### config.mk
export PLATFORM = sky130hd
export DESIGN_NAME = header_length_checksum_deframer_core
export DESIGN_NICKNAME = d
export VERILOG_FILES = /design/src/hlcd_pkg.sv /design/src/hlcd_ram.sv /design/src/hlcd_rx.sv /design/src/hlcd_emit.sv /design/src/header_length_checksum_deframer_core.sv
export SDC_FILE = /design/constraint.sdc
export NUM_CORES = 1
export LEC_CHECK = 0
export BUFFER_PORTS_ARGS = -buffer_cell sky130_fd_sc_hd__clkbuf_2
export CELL_PAD_IN_SITES_DETAIL_PLACEMENT = 0
export CELL_PAD_IN_SITES_GLOBAL_PLACEMENT = 1
export CORE_UTILIZATION = 43
export DETAILED_ROUTE_END_ITERATION = 10
export PLACE_DENSITY_LB_ADDON = 0.1
export SYNTH_ARGS = -nofsm -noshare
export SYNTH_HDL_FRONTEND = slang
export SYNTH_HIERARCHICAL = 1
export SYNTH_SLANG_ARGS = --single-unit
### constraint.sdc
create_clock -name clock -period 14.18 [get_ports clock]
set_clock_uncertainty 0.05 [all_clocks]
set_input_delay 0.709 -clock clock [delete_from_list [all_inputs] [get_ports clock]]
set_output_delay 0.709 -clock clock [all_outputs]
set_load 0.02 [all_outputs]
### src/hlcd_pkg.sv
`timescale 1ns / 1ps
// Shared types, codes and sizes for the header/length/checksum deframer.
// Used by hlcd_rx, hlcd_emit and the top level; depends on nothing.
package hlcd_pkg;

   localparam int MAX_PAYLOAD = 32;
   localparam int ADDR_W      = (MAX_PAYLOAD > 1) ? $clog2(MAX_PAYLOAD) : 1;
   localparam int CNT_W       = $clog2(MAX_PAYLOAD + 1);

   localparam logic [7:0] MAX_PAYLOAD_B = 8'(MAX_PAYLOAD);
   localparam logic [7:0] HDR_FIRST     = 8'hFF;
   localparam logic [7:0] HDR_SECOND    = 8'h55;
   localparam logic [7:0] LEN_ABORT     = 8'hFF;

   localparam logic [1:0] ST_DATA    = 2'd0;
   localparam logic [1:0] ST_EMPTY   = 2'd1;
   localparam logic [1:0] ST_BADSUM  = 2'd2;
   localparam logic [1:0] ST_TOOLONG = 2'd3;

   typedef enum logic [1:0] {
      PH_HUNT,
      PH_SYNC,
      PH_LEN,
      PH_BODY
   } phase_type;

   typedef enum logic [1:0] {
      EM_IDLE,
      EM_LOAD,
      EM_HOLD
   } emit_state_type;

   typedef struct packed {
      logic             drain;
      logic             single;
      logic [1:0]       status;
      logic [CNT_W-1:0] count;
   } emit_cmd_type;

endpackage

### src/hlcd_ram.sv
`timescale 1ns / 1ps
// Generic simple dual-port RAM, one write and one registered read port.
// Holds the payload bytes of the frame in progress; no dependencies.
module hlcd_ram #(
   parameter int DEPTH  = 32,
   parameter int WIDTH  = 8,
   parameter int ADDR_W = (DEPTH > 1) ? $clog2(DEPTH) : 1
) (
   input  logic              clock,
   input  logic              wr_en,
   input  logic [ADDR_W-1:0] wr_addr,
   input  logic [WIDTH-1:0]  wr_data,
   input  logic              rd_en,
   input  logic [ADDR_W-1:0] rd_addr,
   output logic [WIDTH-1:0]  rd_data
);

   logic [WIDTH-1:0] mem [DEPTH];
   logic [WIDTH-1:0] rd_data_ff;

   always_ff @(posedge clock) begin
      if (wr_en) begin
         mem[wr_addr] <= wr_data;
      end
   end

   always_ff @(posedge clock) begin
      if (rd_en) begin
         rd_data_ff <= mem[rd_addr];
      end
   end

   assign rd_data = rd_data_ff;

endmodule

### src/hlcd_rx.sv
`timescale 1ns / 1ps
// Frame parser: header hunt, length, checksum and payload writes to the RAM.
// Depends on hlcd_pkg; issues frame report commands to hlcd_emit.
module hlcd_rx (
   input  logic                        clock,
   input  logic                        reset,
   input  logic                        accept,
   input  logic [7:0]                  rx_byte,
   output logic                        wr_en,
   output logic [hlcd_pkg::ADDR_W-1:0] wr_addr,
   output logic [7:0]                  wr_data,
   output hlcd_pkg::emit_cmd_type      cmd
);

   hlcd_pkg::phase_type phase_ff, phase_in;
   logic [7:0] length_ff, length_in;
   logic [7:0] count_ff, count_in;
   logic [7:0] sum_ff, sum_in;
   logic [7:0] payload_len;
   logic       body_data;

   assign payload_len = (length_ff == 8'd0) ? 8'd0 : length_ff - 8'd1;
   assign body_data   = count_ff < payload_len;

   always_comb begin
      phase_in = phase_ff;
      if (accept) begin
         unique case (phase_ff)
            hlcd_pkg::PH_HUNT: begin
               if (rx_byte == hlcd_pkg::HDR_FIRST) phase_in = hlcd_pkg::PH_SYNC;
            end
            hlcd_pkg::PH_SYNC: begin
               phase_in = (rx_byte == hlcd_pkg::HDR_SECOND) ? hlcd_pkg::PH_LEN
                                                            : hlcd_pkg::PH_HUNT;
            end
            hlcd_pkg::PH_LEN: begin
               phase_in = (rx_byte != hlcd_pkg::LEN_ABORT) ? hlcd_pkg::PH_BODY
                                                           : hlcd_pkg::PH_HUNT;
            end
            hlcd_pkg::PH_BODY: begin
               if (!body_data) phase_in = hlcd_pkg::PH_HUNT;
            end
            default: phase_in = hlcd_pkg::PH_HUNT;
         endcase
      end
   end

   always_comb begin
      length_in = length_ff;
      count_in  = count_ff;
      sum_in    = sum_ff;
      if (accept && phase_ff == hlcd_pkg::PH_LEN && rx_byte != hlcd_pkg::LEN_ABORT) begin
         length_in = rx_byte;
         sum_in    = rx_byte;
         count_in  = 8'd0;
      end else if (accept && phase_ff == hlcd_pkg::PH_BODY) begin
         if (body_data) begin
            sum_in   = sum_ff + rx_byte;
            count_in = count_ff + 8'd1;
         end else begin
            length_in = 8'd0;
            count_in  = 8'd0;
            sum_in    = 8'd0;
         end
      end
   end

   always_comb begin
      wr_en      = accept && phase_ff == hlcd_pkg::PH_BODY && body_data &&
                   count_ff < hlcd_pkg::MAX_PAYLOAD_B;
      wr_addr    = count_ff[hlcd_pkg::ADDR_W-1:0];
      wr_data    = rx_byte;
      cmd.drain  = 1'b0;
      cmd.single = 1'b0;
      cmd.status = hlcd_pkg::ST_DATA;
      cmd.count  = count_ff[hlcd_pkg::CNT_W-1:0];
      if (accept && phase_ff == hlcd_pkg::PH_BODY && !body_data) begin
         if (count_ff > hlcd_pkg::MAX_PAYLOAD_B) begin
            cmd.single = 1'b1;
            cmd.status = hlcd_pkg::ST_TOOLONG;
         end else if (rx_byte != sum_ff) begin
            cmd.single = 1'b1;
            cmd.status = hlcd_pkg::ST_BADSUM;
         end else if (count_ff == 8'd0) begin
            cmd.single = 1'b1;
            cmd.status = hlcd_pkg::ST_EMPTY;
         end else begin
            cmd.drain = 1'b1;
         end
      end
   end

   always_ff @(posedge clock) begin
      if (reset) begin
         phase_ff  <= hlcd_pkg::PH_HUNT;
         length_ff <= 8'd0;
         count_ff  <= 8'd0;
         sum_ff    <= 8'd0;
      end else begin
         phase_ff  <= phase_in;
         length_ff <= length_in;
         count_ff  <= count_in;
         sum_ff    <= sum_in;
      end
   end

endmodule

### src/hlcd_emit.sv
`timescale 1ns / 1ps
// Result sequencer: moves RAM payload bytes or one status into the output register.
// Depends on hlcd_pkg; takes commands from hlcd_rx and drives the rsp_ channel.
module hlcd_emit (
   input  logic                        clock,
   input  logic                        reset,
   input  hlcd_pkg::emit_cmd_type      cmd,
   output logic                        busy,
   output logic                        rd_en,
   output logic [hlcd_pkg::ADDR_W-1:0] rd_addr,
   input  logic [7:0]                  rd_data,
   output logic [7:0]                  payload_byte,
   output logic [1:0]                  status,
   output logic                        last,
   output logic                        valid,
   input  logic                        stall
);

   hlcd_pkg::emit_state_type state_ff, state_in;
   logic [hlcd_pkg::CNT_W-1:0] idx_ff, idx_in;
   logic [hlcd_pkg::CNT_W-1:0] count_ff, count_in;
   logic [hlcd_pkg::CNT_W-1:0] idx_inc;
   logic [7:0] byte_ff, byte_in;
   logic [1:0] status_ff, status_in;
   logic       last_ff, last_in;
   logic       xfer;

   assign idx_inc = idx_ff + hlcd_pkg::CNT_W'(1);
   assign xfer    = state_ff == hlcd_pkg::EM_HOLD && !stall;

   always_comb begin
      state_in = state_ff;
      unique case (state_ff)
         hlcd_pkg::EM_IDLE: begin
            if (cmd.drain) state_in = hlcd_pkg::EM_LOAD;
            else if (cmd.single) state_in = hlcd_pkg::EM_HOLD;
         end
         hlcd_pkg::EM_LOAD: state_in = hlcd_pkg::EM_HOLD;
         hlcd_pkg::EM_HOLD: begin
            if (xfer) state_in = last_ff ? hlcd_pkg::EM_IDLE : hlcd_pkg::EM_LOAD;
         end
         default: state_in = hlcd_pkg::EM_IDLE;
      endcase
   end

   always_comb begin
      busy    = state_ff != hlcd_pkg::EM_IDLE;
      valid   = state_ff == hlcd_pkg::EM_HOLD;
      rd_en   = 1'b0;
      rd_addr = idx_inc[hlcd_pkg::ADDR_W-1:0];
      if (state_ff == hlcd_pkg::EM_IDLE && cmd.drain) begin
         rd_en   = 1'b1;
         rd_addr = '0;
      end else if (xfer && !last_ff) begin
         rd_en = 1'b1;
      end
   end

   always_comb begin
      idx_in    = idx_ff;
      count_in  = count_ff;
      byte_in   = byte_ff;
      status_in = status_ff;
      last_in   = last_ff;
      unique case (state_ff)
         hlcd_pkg::EM_IDLE: begin
            if (cmd.drain) begin
               idx_in   = '0;
               count_in = cmd.count;
            end else if (cmd.single) begin
               byte_in   = 8'd0;
               status_in = cmd.status;
               last_in   = 1'b1;
            end
         end
         hlcd_pkg::EM_LOAD: begin
            byte_in   = rd_data;
            status_in = hlcd_pkg::ST_DATA;
            last_in   = idx_inc == count_ff;
         end
         hlcd_pkg::EM_HOLD: begin
            if (xfer && !last_ff) idx_in = idx_inc;
         end
         default: ;
      endcase
   end

   always_ff @(posedge clock) begin
      if (reset) begin
         state_ff <= hlcd_pkg::EM_IDLE;
         idx_ff   <= '0;
         count_ff <= '0;
         last_ff  <= 1'b0;
      end else begin
         state_ff <= state_in;
         idx_ff   <= idx_in;
         count_ff <= count_in;
         last_ff  <= last_in;
      end
   end

   always_ff @(posedge clock) begin
      byte_ff   <= byte_in;
      status_ff <= status_in;
   end

   assign payload_byte = byte_ff;
   assign status       = status_ff;
   assign last         = last_ff;

endmodule

### src/header_length_checksum_deframer_core.sv
`timescale 1ns / 1ps
// Header/length/checksum deframer, top level.
// Depends on hlcd_pkg, hlcd_ram, hlcd_rx and hlcd_emit.
//
// Usage:
//   req_ channel carries one received byte per transfer (req_rx_byte).
//   rsp_ channel carries frame reports: payload bytes with a last mark,
//   or one empty-frame, bad-checksum or too-long status with last set.
//   Header, length and payload bytes are accepted while req_stall is low;
//   req_stall stays low while no report is pending.
//   After a checksum byte, req_stall rises until every result of that frame
//   has been transferred. A single status result is valid in the cycle after
//   the checksum byte is accepted. For a good frame, each payload byte is read
//   from the payload RAM (a registered read) in state EM_LOAD, then held in
//   the output register in EM_HOLD until transferred, before the next read.
//   rsp_stall holds the current result in the output register; nothing is
//   dropped. Payload bytes go into a MAX_PAYLOAD-entry RAM; in longer frames
//   the bytes beyond it are counted and summed only.
//   Reset (synchronous) returns to the header hunt and empties the output;
//   the RAM is not cleared, since only bytes of the current frame are read.
module header_length_checksum_deframer_core (
   input  logic       clock,
   input  logic       reset,
   input  logic [7:0] req_rx_byte,
   input  logic       req_valid,
   output logic       req_stall,
   output logic [7:0] rsp_payload_byte,
   output logic [1:0] rsp_status,
   output logic       rsp_last,
   output logic       rsp_valid,
   input  logic       rsp_stall
);

   hlcd_pkg::emit_cmd_type      cmd;
   logic                        busy;
   logic                        accept;
   logic                        wr_en;
   logic [hlcd_pkg::ADDR_W-1:0] wr_addr;
   logic [7:0]                  wr_data;
   logic                        rd_en;
   logic [hlcd_pkg::ADDR_W-1:0] rd_addr;
   logic [7:0]                  rd_data;

   assign req_stall = busy;
   assign accept    = req_valid && !busy;

   hlcd_rx u_rx (
      .clock   (clock),
      .reset   (reset),
      .accept  (accept),
      .rx_byte (req_rx_byte),
      .wr_en   (wr_en),
      .wr_addr (wr_addr),
      .wr_data (wr_data),
      .cmd     (cmd)
   );

   hlcd_ram #(
      .DEPTH  (hlcd_pkg::MAX_PAYLOAD),
      .WIDTH  (8),
      .ADDR_W (hlcd_pkg::ADDR_W)
   ) u_ram (
      .clock   (clock),
      .wr_en   (wr_en),
      .wr_addr (wr_addr),
      .wr_data (wr_data),
      .rd_en   (rd_en),
      .rd_addr (rd_addr),
      .rd_data (rd_data)
   );

   hlcd_emit u_emit (
      .clock        (clock),
      .reset        (reset),
      .cmd          (cmd),
      .busy         (busy),
      .rd_en        (rd_en),
      .rd_addr      (rd_addr),
      .rd_data      (rd_data),
      .payload_byte (rsp_payload_byte),
      .status       (rsp_status),
      .last         (rsp_last),
      .valid        (rsp_valid),
      .stall        (rsp_stall)
   );

endmodule

### Word level (Yosys, flattened, before mapping)

Memory sizes are Yosys's and may differ from the RTL's. A register that Yosys moved wholly into a read port is not among the register bits.
Index checks and enable logic that the tools add are counted.

| word-level totals | value |
|---|---|
| flip-flop bits (word level) | 51 |
| RAM bits | 256 |
| bits of input ports | 12 |
| output and inout bits | 13 |
| word-level logic and storage cells | 108 |
| memories | 1 |

Memories:

| name | words | width | read ports | clocked after memory_dff | wr ports | line | text |
|---|---|---|---|---|---|---|---|
| u_ram.mem | 32 | 8 | 1 | 1 | 1 | hlcd_ram.sv:18 | `logic [WIDTH-1:0] mem [DEPTH];` |

| operators by class | value |
|---|---|
| add/subtract/negate cells | 4 |
| order comparisons | 3 |
| equal/unequal tests | 19 |
| mux-type cells | 42 |
| reductions and logical operators | 29 |

Operator list:

| kind | number |
|---|---|
| 2-to-1 mux 8 bit | 10 |
| 2-to-1 mux 2 bit | 9 |
| zero test 8 bit | 2 |
| case mux 8 bit (2 select lines) | 1 |
| 2-to-1 mux 6 bit | 2 |
| case mux 6 bit (2 select lines) | 1 |
| logical AND 1 bit | 10 |
| 2-to-1 mux 1 bit | 10 |
| 2-to-1 mux 3 bit | 3 |
| AND reduction 3 bit | 3 |
| adder 8 x 1 -> 8 bit (second input constant) | 1 |
| adder 8 bit | 1 |
| == test 8 x 7 -> 1 bit (second input constant) | 1 |
| == test 8 bit (second input constant) | 1 |
| greater-than comparator 8 x 6 -> 1 bit (second input constant) | 1 |
| < comparator 8 x 6 -> 1 bit (second input constant) | 1 |
| < comparator 8 bit | 1 |
| inequality test 2 x 1 -> 1 bit (second input constant) | 4 |
| inequality test 2 bit (second input constant) | 4 |
| inequality test 8 bit | 1 |
| inequality test 8 bit (second input constant) | 1 |
| case mux 2 bit (4 select lines) | 1 |
| nonzero test 2 bit | 4 |
| subtractor 8 x 1 -> 8 bit (second input constant) | 1 |
| other kinds (14) | 23 |

### Depth between registers and ports, before layout

Gate-level depths: netlist of the first run.

| logic depth | value |
|---|---|
| depth in word-level cells | 9 |
| gate-level depth with buffers | 19 |
| gate-level depth less buffers | 16 |

### Cells and area by module

The synthesis of the first run kept the hierarchy.

Modules (own cells, without submodules):

| module | times used | cells an instance | area each (µm²) | seq. area each (µm²) |
|---|---|---|---|---|
| hlcd_ram | 1 | 417 | 10,133.5 | 7,927.6 |
| hlcd_rx | 1 | 251 | 1,959.4 | 520.5 |
| hlcd_emit | 1 | 122 | 1,166.1 | 600.6 |
| header_length_checksum_deframer_core | 1 | 1 | 13.8 | 0.0 |

### Least setup slack after synthesis of the first run

OpenSTA, ideal clock, no wires.

| timing path | value |
|---|---|
| kind | register to register |
| start | reg u_rx.length_ff[0] |
| end | reg u_ram.rd_data_ff[0] (netlist: u_ram/rd_data[0]) (read register of u_ram.mem) (data pin) |
| library setup time | 260 ps |
| arrival | 4,414 ps |
| data required time | 13,870 ps |
| path slack | 9,457 ps |
| stages on the path, launching flop included | 20 |
| buffers on the path | 3 |
| period minus slack after synthesis | 4,723 ps |
| cells stage by stage | dfxtp_1 -> inv_1 -> ha_1 -> nor3b_1 -> a31oi_1 -> a31oi_1 -> ha_1 -> a21oi_1 -> nand2_1 -> a221oi_4 -> nand2b_1 -> nor3_1 -> nor3b_1 -> clkbuf_1 -> nor2_1 -> clkbuf_1 -> clkbuf_1 -> mux4_2 -> mux4_2 -> mux2_2 |

RTL lines:

| element | line | text |
|---|---|---|
| from (decl) | hlcd_rx.sv:16 | `logic [7:0] length_ff, length_in;` |
| from (signal assigned) | hlcd_rx.sv:101 | `length_ff <= length_in;` |
| to (decl) | hlcd_ram.sv:19 | `logic [WIDTH-1:0] rd_data_ff;` |

==> results of run 1 <==
[where the power goes]
part           internal (mW)  switching [mW]
sequential              1.01      0.00000870
clock                  0.499           0.352
combinational        0.00453          0.0195
[worst max-delay path, cell delays in order, from the launching register on]
cell      delay [ns]
dfxtp_1         0.33
inv_1           0.10
ha_1            0.20
nor3b_1         0.50
a31oi_1         0.16
a31oi_1         0.19
ha_1            0.29
a21oi_1         0.15
nand2_1         0.10
a221oi_4        0.66
nand2b_1        0.26
nor3_1          0.09
nor3b_2         0.27
nor2_4          0.68
buf_4           0.82
mux4_2          0.61
mux4_2          0.52
mux2_2          0.29
[area by class of cell]
| type | count | share of cell area |
|---|---|---|
| flip-flops and latches | 315 | 0.613 |
| multi-input cells | 406 | 0.262 |
| clock buffers | 45 | 0.0626 |
| well taps | 390 | 0.0331 |
| repair buffers | 35 | 0.0137 |
| clock inverters | 17 | 0.0107 |
| inverters | 19 | 0.00483 |
[layout by cell type, fill, tap and decap left out, types with 5 or more instances in the layout]
master	instances
nand3b_1	6
clkbuf_16	35
nor3_1	8
buf_4	11
nand4_1	6
mux2_2	8
inv_1	19
and2_1	8
a21oi_1	31
nor2_1	56
xnor2_1	9
mux4_2	80
edfxtp_1	274
clkbuf_2	24
nand2_1	37
nand3_1	25
ha_1	18
xor2_1	12
nand2b_1	5
clkinv_2	10
a31oi_1	11
and3_1	9
dfxtp_1	41
clkbuf_1	9
nor2b_1	7
o21ai_0	16
[worst paths after layout]
check,startpoint,depth (start not counted),slack (ns),endpoint
setup / recovery,u_rx/length_ff[0],17,7.60,u_ram/rd_data[3]
hold / removal,rsp_stall,3,0.39,u_emit/state_ff[1]
setup reg to reg,u_rx/length_ff[0],17,7.60,u_ram/rd_data[3]
hold reg to reg,u_emit/count_ff[0],2,0.42,u_emit/count_ff[0]
[registers in the layout, summed over array words and instances, names as in the netlist, 6 cells and up]
name and cells:
u_emit/idx_ff 6, u_ram/rd_data 8, u_rx/length_ff 8, u_rx/count_ff 8
u_emit/payload_byte 8, u_rx/sum_ff 8, u_ram/mem 256, u_emit/count_ff 6
[cells by family (layout without fill, tap and decap cells)]
family / count (synthesis) / after routing
AO/OA/AOI/OAI: 82 / 82
XOR/XNOR: 22 / 22
flip-flops: 315 / 315
adder cells (fa/ha/maj): 19 / 19
buffers and inverters: 70 / 116
AND/OR/NAND/NOR: 193 / 193
multiplexers: 90 / 90
[per-stage QoR]
| stage | hold WS, ns | util | cell area (sq um) | cells |
|---|---|---|---|---|
| 2_1_floorplan | 0.381 | - | 13300 | 791 |
| 3_3_place_gp | 0.411 | 0.455 | 13700 | 1165 |
| 3_5_place_dp | 0.415 | 0.455 | 13700 | 1165 |
| 4_1_cts | 0.366 | 0.491 | 14800 | 1227 |
| 5_1_grt | 0.386 | 0.491 | 14800 | 1227 |
| 6_report | 0.387 | 0.491 | 14800 | 1227 |
[routing by layer]
| metal | share of wire | up-vias | routed length, um | GRT usage |
|---|---|---|---|---|
| li1 | - | 3141 | - | - |
| met1 | 0.47 | 3706 | 14100 | 0.298 |
| met2 | 0.47 | 173 | 14100 | 0.314 |
| met3 | 0.043 | 40 | 1300 | 0.0296 |
| met4 | 0.018 | 0 | 544 | 0.0534 |
| met5 | 0 | - | 0 | 0 |
==> flow_metrics.env, run 1 <==
export IMPL_crit_type="reg -> reg"
export IMPL_netlist_area_leader_share=0.620
export IMPL_setup_violations=0
export IMPL_multi_input_area_sq_um=3870
export IMPL_grt_first_pass_wirelength_mm=46.1
export IMPL_die_area_sq_um=31600
export IMPL_gp_congestion=0.754
export IMPL_yosys_register_bits=315
export IMPL_yosysTopAreaCell="edfxtp_1"
export IMPL_grt_total_usage=0.202
export IMPL_setup_ws_ns=7.60
export IMPL_globalRouteOverflowTotal=0
export IMPL_wl_per_cell_um=24.5
export IMPL_tns_ns=0
export IMPL_cts_buffers=35
export IMPL_crit_arrival_ns=6.80
export IMPL_drt_vias_per_instance=5.75
export IMPL_clock_sinks=315
export IMPL_post_route_min_period_ns=6.58
export IMPL_grt_start_max_net_pins=65
export IMPL_cts_resized_gates=0
export IMPL_die_w_um=178
export IMPL_synth_compound_area_frac=0.0384
export IMPL_clockRootBuffer="clkbuf_16"
export IMPL_yosys_top_cells_count="edfxtp_1 (274), mux4_2 (80), nor2_1 (59)"
export IMPL_path_max_fanout=45
export IMPL_syn_inst=791
export IMPL_area_growth_pct=11.2
export IMPL_tightest_slew_ns=1.12
export IMPL_port_buffers=24
export IMPL_diodes=0
export IMPL_initial_utilization=0.442
export IMPL_hold_class="in -> reg"
export IMPL_route_detailed_drc=0
export IMPL_end_kind="flop"
export IMPL_synth_top_family_by_area="multiplexers"
export IMPL_regArea_sq_um=9050
export IMPL_cp_required_ns=14.40
export IMPL_synth_xor_area_frac=0.0156
export IMPL_p_total_mw=1.88
export IMPL_peakVddDrop_mv=0.0741
export IMPL_drt_iter0_markers=668
export IMPL_timing_fmax_mhz=152
export IMPL_avgSynthCellArea_sq_um=16.8
export IMPL_core_sq_um=30000
export IMPL_p_per_area_nw_per_um2=127
export IMPL_fp_row_count=63
export IMPL_preCtsSetupSlack_ns=7.50
export IMPL_cts_tree="built"
export IMPL_final_fill_count=2514
export IMPL_synth_most_common_cell="edfxtp_1"
export IMPL_ys_dominant_reg_cell="edfxtp_1"
export IMPL_die_height_um=178
export IMPL_ys_top_cells_by_area="edfxtp_1 (62%), mux4_2 (14%), dfxtp_1 (6.2%)"
export IMPL_synth_seq_area_share=0.682
export IMPL_nNetsFinal=843
export IMPL_synth_simple_gate_area_frac=0.0733
export IMPL_outcome="finished clean"
export IMPL_synth_edff_count=274
export IMPL_ios=25
export IMPL_first_pass_iters=5
export IMPL_syn_num_nets=822
export IMPL_grt_pass1_vias=7261
export IMPL_clk_pin_slew_ns=0.06
export IMPL_drv_cap=0
export IMPL_slew_headroom=0.249
export IMPL_synthArstFlopShare=0
export IMPL_synth_cell_types=53
export IMPL_hold_buffers=0
export IMPL_routed_wl_mm=30.1
export IMPL_antenna_found_initial=0
export IMPL_cp_start_kind="flop"
export IMPL_hpwl_mm=18.8
export IMPL_clk_latency_ns=0.52
export IMPL_p_leak_nw=4.73
export IMPL_yosys_mux_area_fraction=0.144
export IMPL_hold_violations=0
export IMPL_via_count=7060
export IMPL_syn_area_sq_um=13300
export IMPL_fin_crit_sh=0.464
export IMPL_drv_slew=0
export IMPL_rsz0062_at_grt="no"
export IMPL_drive_gt1_frac=0.221
export IMPL_clock_path_buffers=3
export IMPL_yosysWarnings=6
export IMPL_cts_setup_buffers=0
export IMPL_drtAntennaViolNets=0
export IMPL_ctsHtreeMaxLevel=2
export IMPL_synthAdderAreaFrac=0.0185
(Power assumes the default switching activity.)
==> run 2: changes to the inputs <==
ABC_AREA = 1   (was unset)
clock period = 5.37 ns   (was 14.18 ns; I/O delays follow)
==> run 2 against run 1 <==
Compared with the run above: sequential power grew to 2.7 times the previous value; first-iteration DRC count is 20% higher; critical path depth is 7 higher; non-clock buffer count is 21 higher; synthesized area is 6.5% higher; synthesized cell count is 74% higher; final area is 5.5% higher; combinational power grew to 11 times the previous value; worst setup slack worse by 7.0 ns; final cell count is 51% higher; critical endpoint unchanged; largest cell class unchanged; highest routed layer unchanged.
==> flow_metrics.env, run 2 <==
export IMPL_crit_arrival_ns=4.93
export IMPL_grt_start_max_net_pins=129
export IMPL_yosysTopAreaCell="edfxtp_1"
export IMPL_synth_edff_count=274
export IMPL_drt_vias_per_instance=5.20
export IMPL_p_int_mw=4.06
export IMPL_cp_required_ns=5.57
export IMPL_whs_path_depth=4
export IMPL_ios=25
export IMPL_reg2reg_from="u_rx/length_ff[0]"
export IMPL_cts_buffers=35
export IMPL_clockRootBuffer="clkbuf_16"
export IMPL_fin_area_sq_um=15600
export IMPL_fin_crit_sh=0.880
export IMPL_netlist_area_leader_share=0.582
export IMPL_drt_iter0_markers=802
export IMPL_p_leak_nw=5.87
export IMPL_ys_dominant_reg_cell="edfxtp_1"
export IMPL_drv_cap=0
export IMPL_endpoint="u_ram/rd_data[3]"
export IMPL_die_w_um=183
export IMPL_clock_sinks=315
export IMPL_grt_first_pass_wirelength_mm=55.4
export IMPL_routed_wl_mm=35.9
export IMPL_die_height_um=183
export IMPL_combPwrFrac=0.051
export IMPL_path_max_fanout=64
export IMPL_cts_tree="built"
export IMPL_power_frac_clock=0.431
export IMPL_avgSynthCellArea_sq_um=10.3
export IMPL_yosys_register_bits=315
export IMPL_hold_violations=0
export IMPL_clk_latency_ns=0.51
export IMPL_yosysWarnings=6
export IMPL_largest_register_ffs=256
export IMPL_p_seq_frac=0.518
export IMPL_p_per_area_nw_per_um2=332
export IMPL_drtAntennaViolNets=0
export IMPL_cts_setup_buffers=0
export IMPL_yosys_top_cells_count="nand2_1 (456), edfxtp_1 (274), nand3_1 (230)"
export IMPL_mostFrequentLayoutCells="nand2_1 (456), edfxtp_1 (274), nand3_1 (230)"
export IMPL_crit_type="reg -> reg"
export IMPL_area_growth_pct=10.2
export IMPL_ys_top_cells_by_area="edfxtp_1 (58%), nand2_1 (12%), nand3_1 (8.1%)"
export IMPL_utilization=0.480
export IMPL_peakVddDrop_mv=0.163
export IMPL_cp_start_kind="flop"
export IMPL_critPathMostFrequentCell="nand2_1"
export IMPL_grt_total_usage=0.220
export IMPL_synthArstFlopShare=0
export IMPL_layout_commonest_cell="nand2_1"
export IMPL_path_cells="inv_1 > ha_1 > nand2_1 > inv_1 > nand3_1 > o21ai_0 > ha_1 > a21oi_1 > nor2_1 > a211oi_4 > nand2_1 > nand2_2 > nor2_1 > nand2_2 > clkinv_1 > nor2_4 > buf_4 > nand3_1 > nand3_1 > nand2_1 > nand2_1 > nand2_1 > nand2_1 > nand2_1"
export IMPL_timing_fmax_mhz=212
export IMPL_syn_inst=1373
export IMPL_clock_path_buffers=3
export IMPL_nNetsFinal=1420
export IMPL_cts_resized_gates=0
export IMPL_hpwl_mm=21.0
export IMPL_switchingPower_mw=1.11
export IMPL_synth_most_common_cell="nand2_1"
export IMPL_route_detailed_drc=0
export IMPL_fp_row_count=66
export IMPL_diodes=0
export IMPL_hold_class="in -> reg"
export IMPL_drive_gt1_frac=0.0981
export IMPL_end_kind="flop"
export IMPL_tightest_slew_ns=1.04
export IMPL_largest_register="u_ram/mem"
export IMPL_rsz0062_at_grt="no"
export IMPL_r2r_setup_slack_ns=0.65
export IMPL_post_route_min_period_ns=4.72
export IMPL_slew_headroom=0.302
export IMPL_crit_slowest_cell="buf_4"
export IMPL_syn_area_sq_um=14100
export IMPL_startpoint="u_rx/length_ff[0]"
export IMPL_tns_ns=0
export IMPL_syn_num_nets=1404
export IMPL_clk_pin_slew_ns=0.06
export IMPL_synth_seq_area_share=0.640
export IMPL_first_pass_iters=5
export IMPL_crit_cells=24
export IMPL_gp_congestion=0.776
export IMPL_worst_r2r_endpoint="u_ram/rd_data[3]"
export IMPL_port_buffers=24
export IMPL_synth_cell_types=42
export IMPL_antenna_found_initial=0
export IMPL_outcome="finished clean"
export IMPL_cp_num_buf_inv=4
export IMPL_wl_per_cell_um=19.4
export IMPL_max_stage_delay_ns=0.65
export IMPL_core_sq_um=32500
export IMPL_dpl_cell_area_sq_um=14500
export IMPL_ctsHtreeMaxLevel=2
export IMPL_grt_pass1_vias=9177
export IMPL_whs_ns=0.153
export IMPL_reg2reg_depth=24
export IMPL_path_delay_family="simple AND/OR/NAND/NOR gates"
export IMPL_initial_utilization=0.436
export IMPL_swShare=0.214
export IMPL_drv_slew=0
export IMPL_globalRouteOverflowTotal=0
export IMPL_setup_violations=0
export IMPL_via_count=9616
export IMPL_die_area_sq_um=33600
-- run 2: worst reg2reg max path, delay by kind of cell, from the launching register on --
kind,cells,cell delay (ns)
buffers and inverters,4,1.12
adders and majority gates,2,0.53
DFF,1,0.36
and+or+nand+nor,15,1.88
AOI/OAI and AO/OA,3,0.51
-- run 2: power groups by stage --
stage          Sequential [mW]  Combinational (mW)  Clock, mW
3_5_place_dp              2.73               0.264          0
3_3_place_gp              2.73               0.263          0
2_1_floorplan             2.73               0.185          0
4_1_cts                   2.68               0.266       2.29
5_1_grt                   2.68               0.295       2.37
6_report                  2.68               0.262       2.23
-- run 2: logic make-up (layout without fill, tap and decap cells) --
family          after synthesis  after routing  synth area share
fa+ha+maj                    19             19            0.0173
xor+xnor                     15             15           0.00929
flops                       315            315             0.640
compound gates               60             60            0.0241
buf+inv                     152            186            0.0611
simple gates                812            812             0.248
-- run 2: routing by layer --
metal	vias up	wire, um	GRT usage
met5	-	0	0
met4	0	628	0.0490
met3	49	1760	0.0322
met2	207	16100	0.343
met1	4684	17400	0.324
li1	4676	-	-
-- run 2: layout make-up --
type                       instances  area [sq um]
clock buffer                      49           988
inverter                          75           283
clock inverter                     6          52.6
sequential                       315          9050
timing repair buffer              56           400
fill                            3060         16900
multi-input combinational        906          4250
tap                              442           553
-- run 2: worst min-delay path by stage --
stage / from / endpoint
after floorplan: rsp_stall / u_emit/state_ff[1]
after global placement: u_emit/idx_ff[5] / u_emit/idx_ff[5]
after detailed placement: u_emit/count_ff[3] / u_emit/count_ff[3]
after CTS: req_rx_byte[0] / u_rx/sum_ff[0]
after global routing: req_rx_byte[0] / u_rx/sum_ff[0]
final: req_rx_byte[0] / u_rx/sum_ff[0]
-- run 2: metrics by stage --
step	setup slack, ns	cells	total power [mW]
after CTS	0.642	1849	5.23
after detailed placement	0.656	1793	2.99
final	0.646	1849	5.17
after global placement	0.732	1793	2.99
after global routing	0.117	1849	5.34
after floorplan	1.78	1373	2.91
-- run 2: what timing repair did --
| action | CTS | global route |
|---|---|---|
| hold buffers | 1 | 0 |
| setup endpoints to repair | 0 | 0 |
| endpoints found under the hold margin | 1 | 0 |
==> run 3: changes to the inputs <==
RECOVER_POWER = 50   (was unset)
==> run 3 against run 2 <==
Compared with the run above: the flow now finishes with violations (max-capacitance violations, max-slew violations); global-route usage unchanged; core utilization decreased by 0.27 points; routed wire length is 0.20% higher; combinational power is 2% lower; worst setup slack worse by 0.019 ns; sequential power is essentially flat; clock power barely moved; critical path type unchanged.
==> flow_metrics.env, run 3 (synthesized netlist as in run 2, its figures left out) <==
export IMPL_initial_utilization=0.436
export IMPL_drv_cap=8
export IMPL_hold_violations=0
export IMPL_fin_crit_sh=0.883
export IMPL_grt_total_usage=0.220
export IMPL_tightest_slew_ns=2.09
export IMPL_violations="max-capacitance violations, max-slew violations"
export IMPL_path_max_fanout=64
export IMPL_startpoint="u_rx/length_ff[0]"
export IMPL_holdCritStartpoint="req_rx_byte[0]"
export IMPL_max_stage_delay_ns=0.65
export IMPL_preCtsSetupSlack_ns=0.656
export IMPL_p_total_mw=5.16
export IMPL_end_kind="flop"
export IMPL_clk_latency_ns=0.51
export IMPL_whs_path_depth=4
export IMPL_p_int_mw=4.06
export IMPL_globalRouteOverflowTotal=0
export IMPL_post_route_min_period_ns=4.74
export IMPL_crit_arrival_ns=4.95
export IMPL_route_detailed_drc=0
export IMPL_fp_row_count=66
export IMPL_cts_tree="built"
export IMPL_wl_per_cell_um=19.5
export IMPL_fin_area_sq_um=15500
export IMPL_area_growth_pct=9.54
export IMPL_hold_class="in -> reg"
export IMPL_swShare=0.214
export IMPL_diodes=0
export IMPL_setup_ws_ns=0.626
export IMPL_cts_buffers=35
export IMPL_clock_path_buffers=3
export IMPL_ctsHtreeMaxLevel=2
export IMPL_port_buffers=24
export IMPL_grt_first_pass_wirelength_mm=55.4
export IMPL_crit_type="reg -> reg"
export IMPL_p_per_area_nw_per_um2=333
export IMPL_ios=25
export IMPL_timing_fmax_mhz=211
export IMPL_cts_setup_buffers=0
export IMPL_drive_gt1_frac=0.0718
export IMPL_grt_start_max_net_pins=129
export IMPL_die_w_um=183
export IMPL_critPathMostFrequentCell="nand2_1"
export IMPL_cp_start_kind="flop"
export IMPL_largest_register_ffs=256
export IMPL_setup_violations=0
export IMPL_reg2reg_from="u_rx/length_ff[0]"
export IMPL_core_sq_um=32500
export IMPL_p_leak_nw=5.77
export IMPL_crit_slowest_cell="buf_4"
export IMPL_slew_headroom=-0.395
export IMPL_die_area_sq_um=33600
export IMPL_clockRootBuffer="clkbuf_16"
export IMPL_clock_sinks=315
export IMPL_gp_congestion=0.776
export IMPL_p_seq_frac=0.519
export IMPL_cp_required_ns=5.57
export IMPL_switchingPower_mw=1.10
export IMPL_dpl_cell_area_sq_um=14500
export IMPL_peakVddDrop_mv=0.164
export IMPL_die_height_um=183
export IMPL_tns_ns=0
export IMPL_rsz0062_at_grt="no"
export IMPL_drt_vias_per_instance=5.19
export IMPL_mostFrequentLayoutCells="nand2_1 (458), edfxtp_1 (274), nand3_1 (230)"
export IMPL_first_pass_iters=5
export IMPL_routed_wl_mm=36.0
export IMPL_layout_commonest_cell="nand2_1"
export IMPL_combPwrFrac=0.050
export IMPL_hpwl_mm=21.0
export IMPL_drv_slew=285
export IMPL_path_cells="inv_1 > ha_1 > nand2_1 > inv_1 > nand3_1 > o21ai_0 > ha_1 > a21oi_1 > nor2_1 > a211oi_4 > nand2_1 > nand2_1 > nor2_1 > nand2_2 > clkinv_1 > nor2_4 > buf_4 > nand3_1 > nand3_1 > nand2_1 > nand2_1 > nand2_1 > nand2_1 > nand2_1"
export IMPL_largest_register="u_ram/mem"
export IMPL_grt_pass1_vias=9177
export IMPL_nNetsFinal=1420
export IMPL_clk_pin_slew_ns=0.06
export IMPL_utilization=0.477
export IMPL_outcome="complete, but fails checks"
export IMPL_power_frac_clock=0.432
export IMPL_antenna_found_initial=0
export IMPL_via_count=9599
export IMPL_drtAntennaViolNets=0
export IMPL_drt_iter0_markers=827
export IMPL_reg2reg_depth=24
[run 3: cell types whose count changed in the layout (fill, tap and decap cells not counted), sizes merged]
| cell | delta |
|---|---|
| clkbuf | +8 |
| buf | -8 |
[run 3: per-stage QoR]
step	hold slack, ns	cells
final	0.185	1849
after CTS	0.142	1849
after detailed placement	0.425	1793
after global routing	0.221	1849
after global placement	0.420	1793
after floorplan	0.359	1373
[run 3: path summary, 6_finish.rpt]
kind | endpoint | slack [ns]
setup / recovery | u_ram/rd_data[3] | 0.63
hold / removal | u_rx/sum_ff[0] | 0.18
setup reg to reg | u_ram/rd_data[3] | 0.63
hold reg to reg | u_emit/count_ff[3] | 0.43
[run 3: area by class of cell]
class,instances,area [sq um]
fillers,3086,17000
inverters,75,283
repair buffers,56,344
multi-input cells,906,4220
clock buffers,49,988
clock inverters,6,52.6
well taps,442,553
flip-flops and latches,315,9050
[run 3: power by group through the flow]
stage | logic, mW | clock network [mW] | registers, mW
global route | 0.288 | 2.37 | 2.68
global placement | 0.263 | 0 | 2.73
CTS | 0.266 | 2.29 | 2.68
finish | 0.256 | 2.23 | 2.68
detailed placement | 0.264 | 0 | 2.73
floorplan | 0.185 | 0 | 2.73
[run 3: repair_timing]
action	4_1_cts	5_1_grt
endpoints found under the hold margin	1	0
gates resized for setup	0	0
hold buffers	1	0
[run 3: metal layers]
metal / track usage / vias up / wire length [um]
met4: 0.0490 / 0 / 559
met2: 0.343 / 204 / 16000
met1: 0.324 / 4675 / 17600
li1: - / 4676 / -
met5: 0 / - / 0
met3: 0.0322 / 44 / 1790
[run 3: critical path: cells and delay by family, from the launching register on]
kind,cells,cell delay [ns]
AND/OR/NAND/NOR,15,1.85
flip-flops,1,0.37
buffers and inverters,4,1.11
AO/OA/AOI/OAI,3,0.51
adder cells (fa/ha/maj),2,0.52
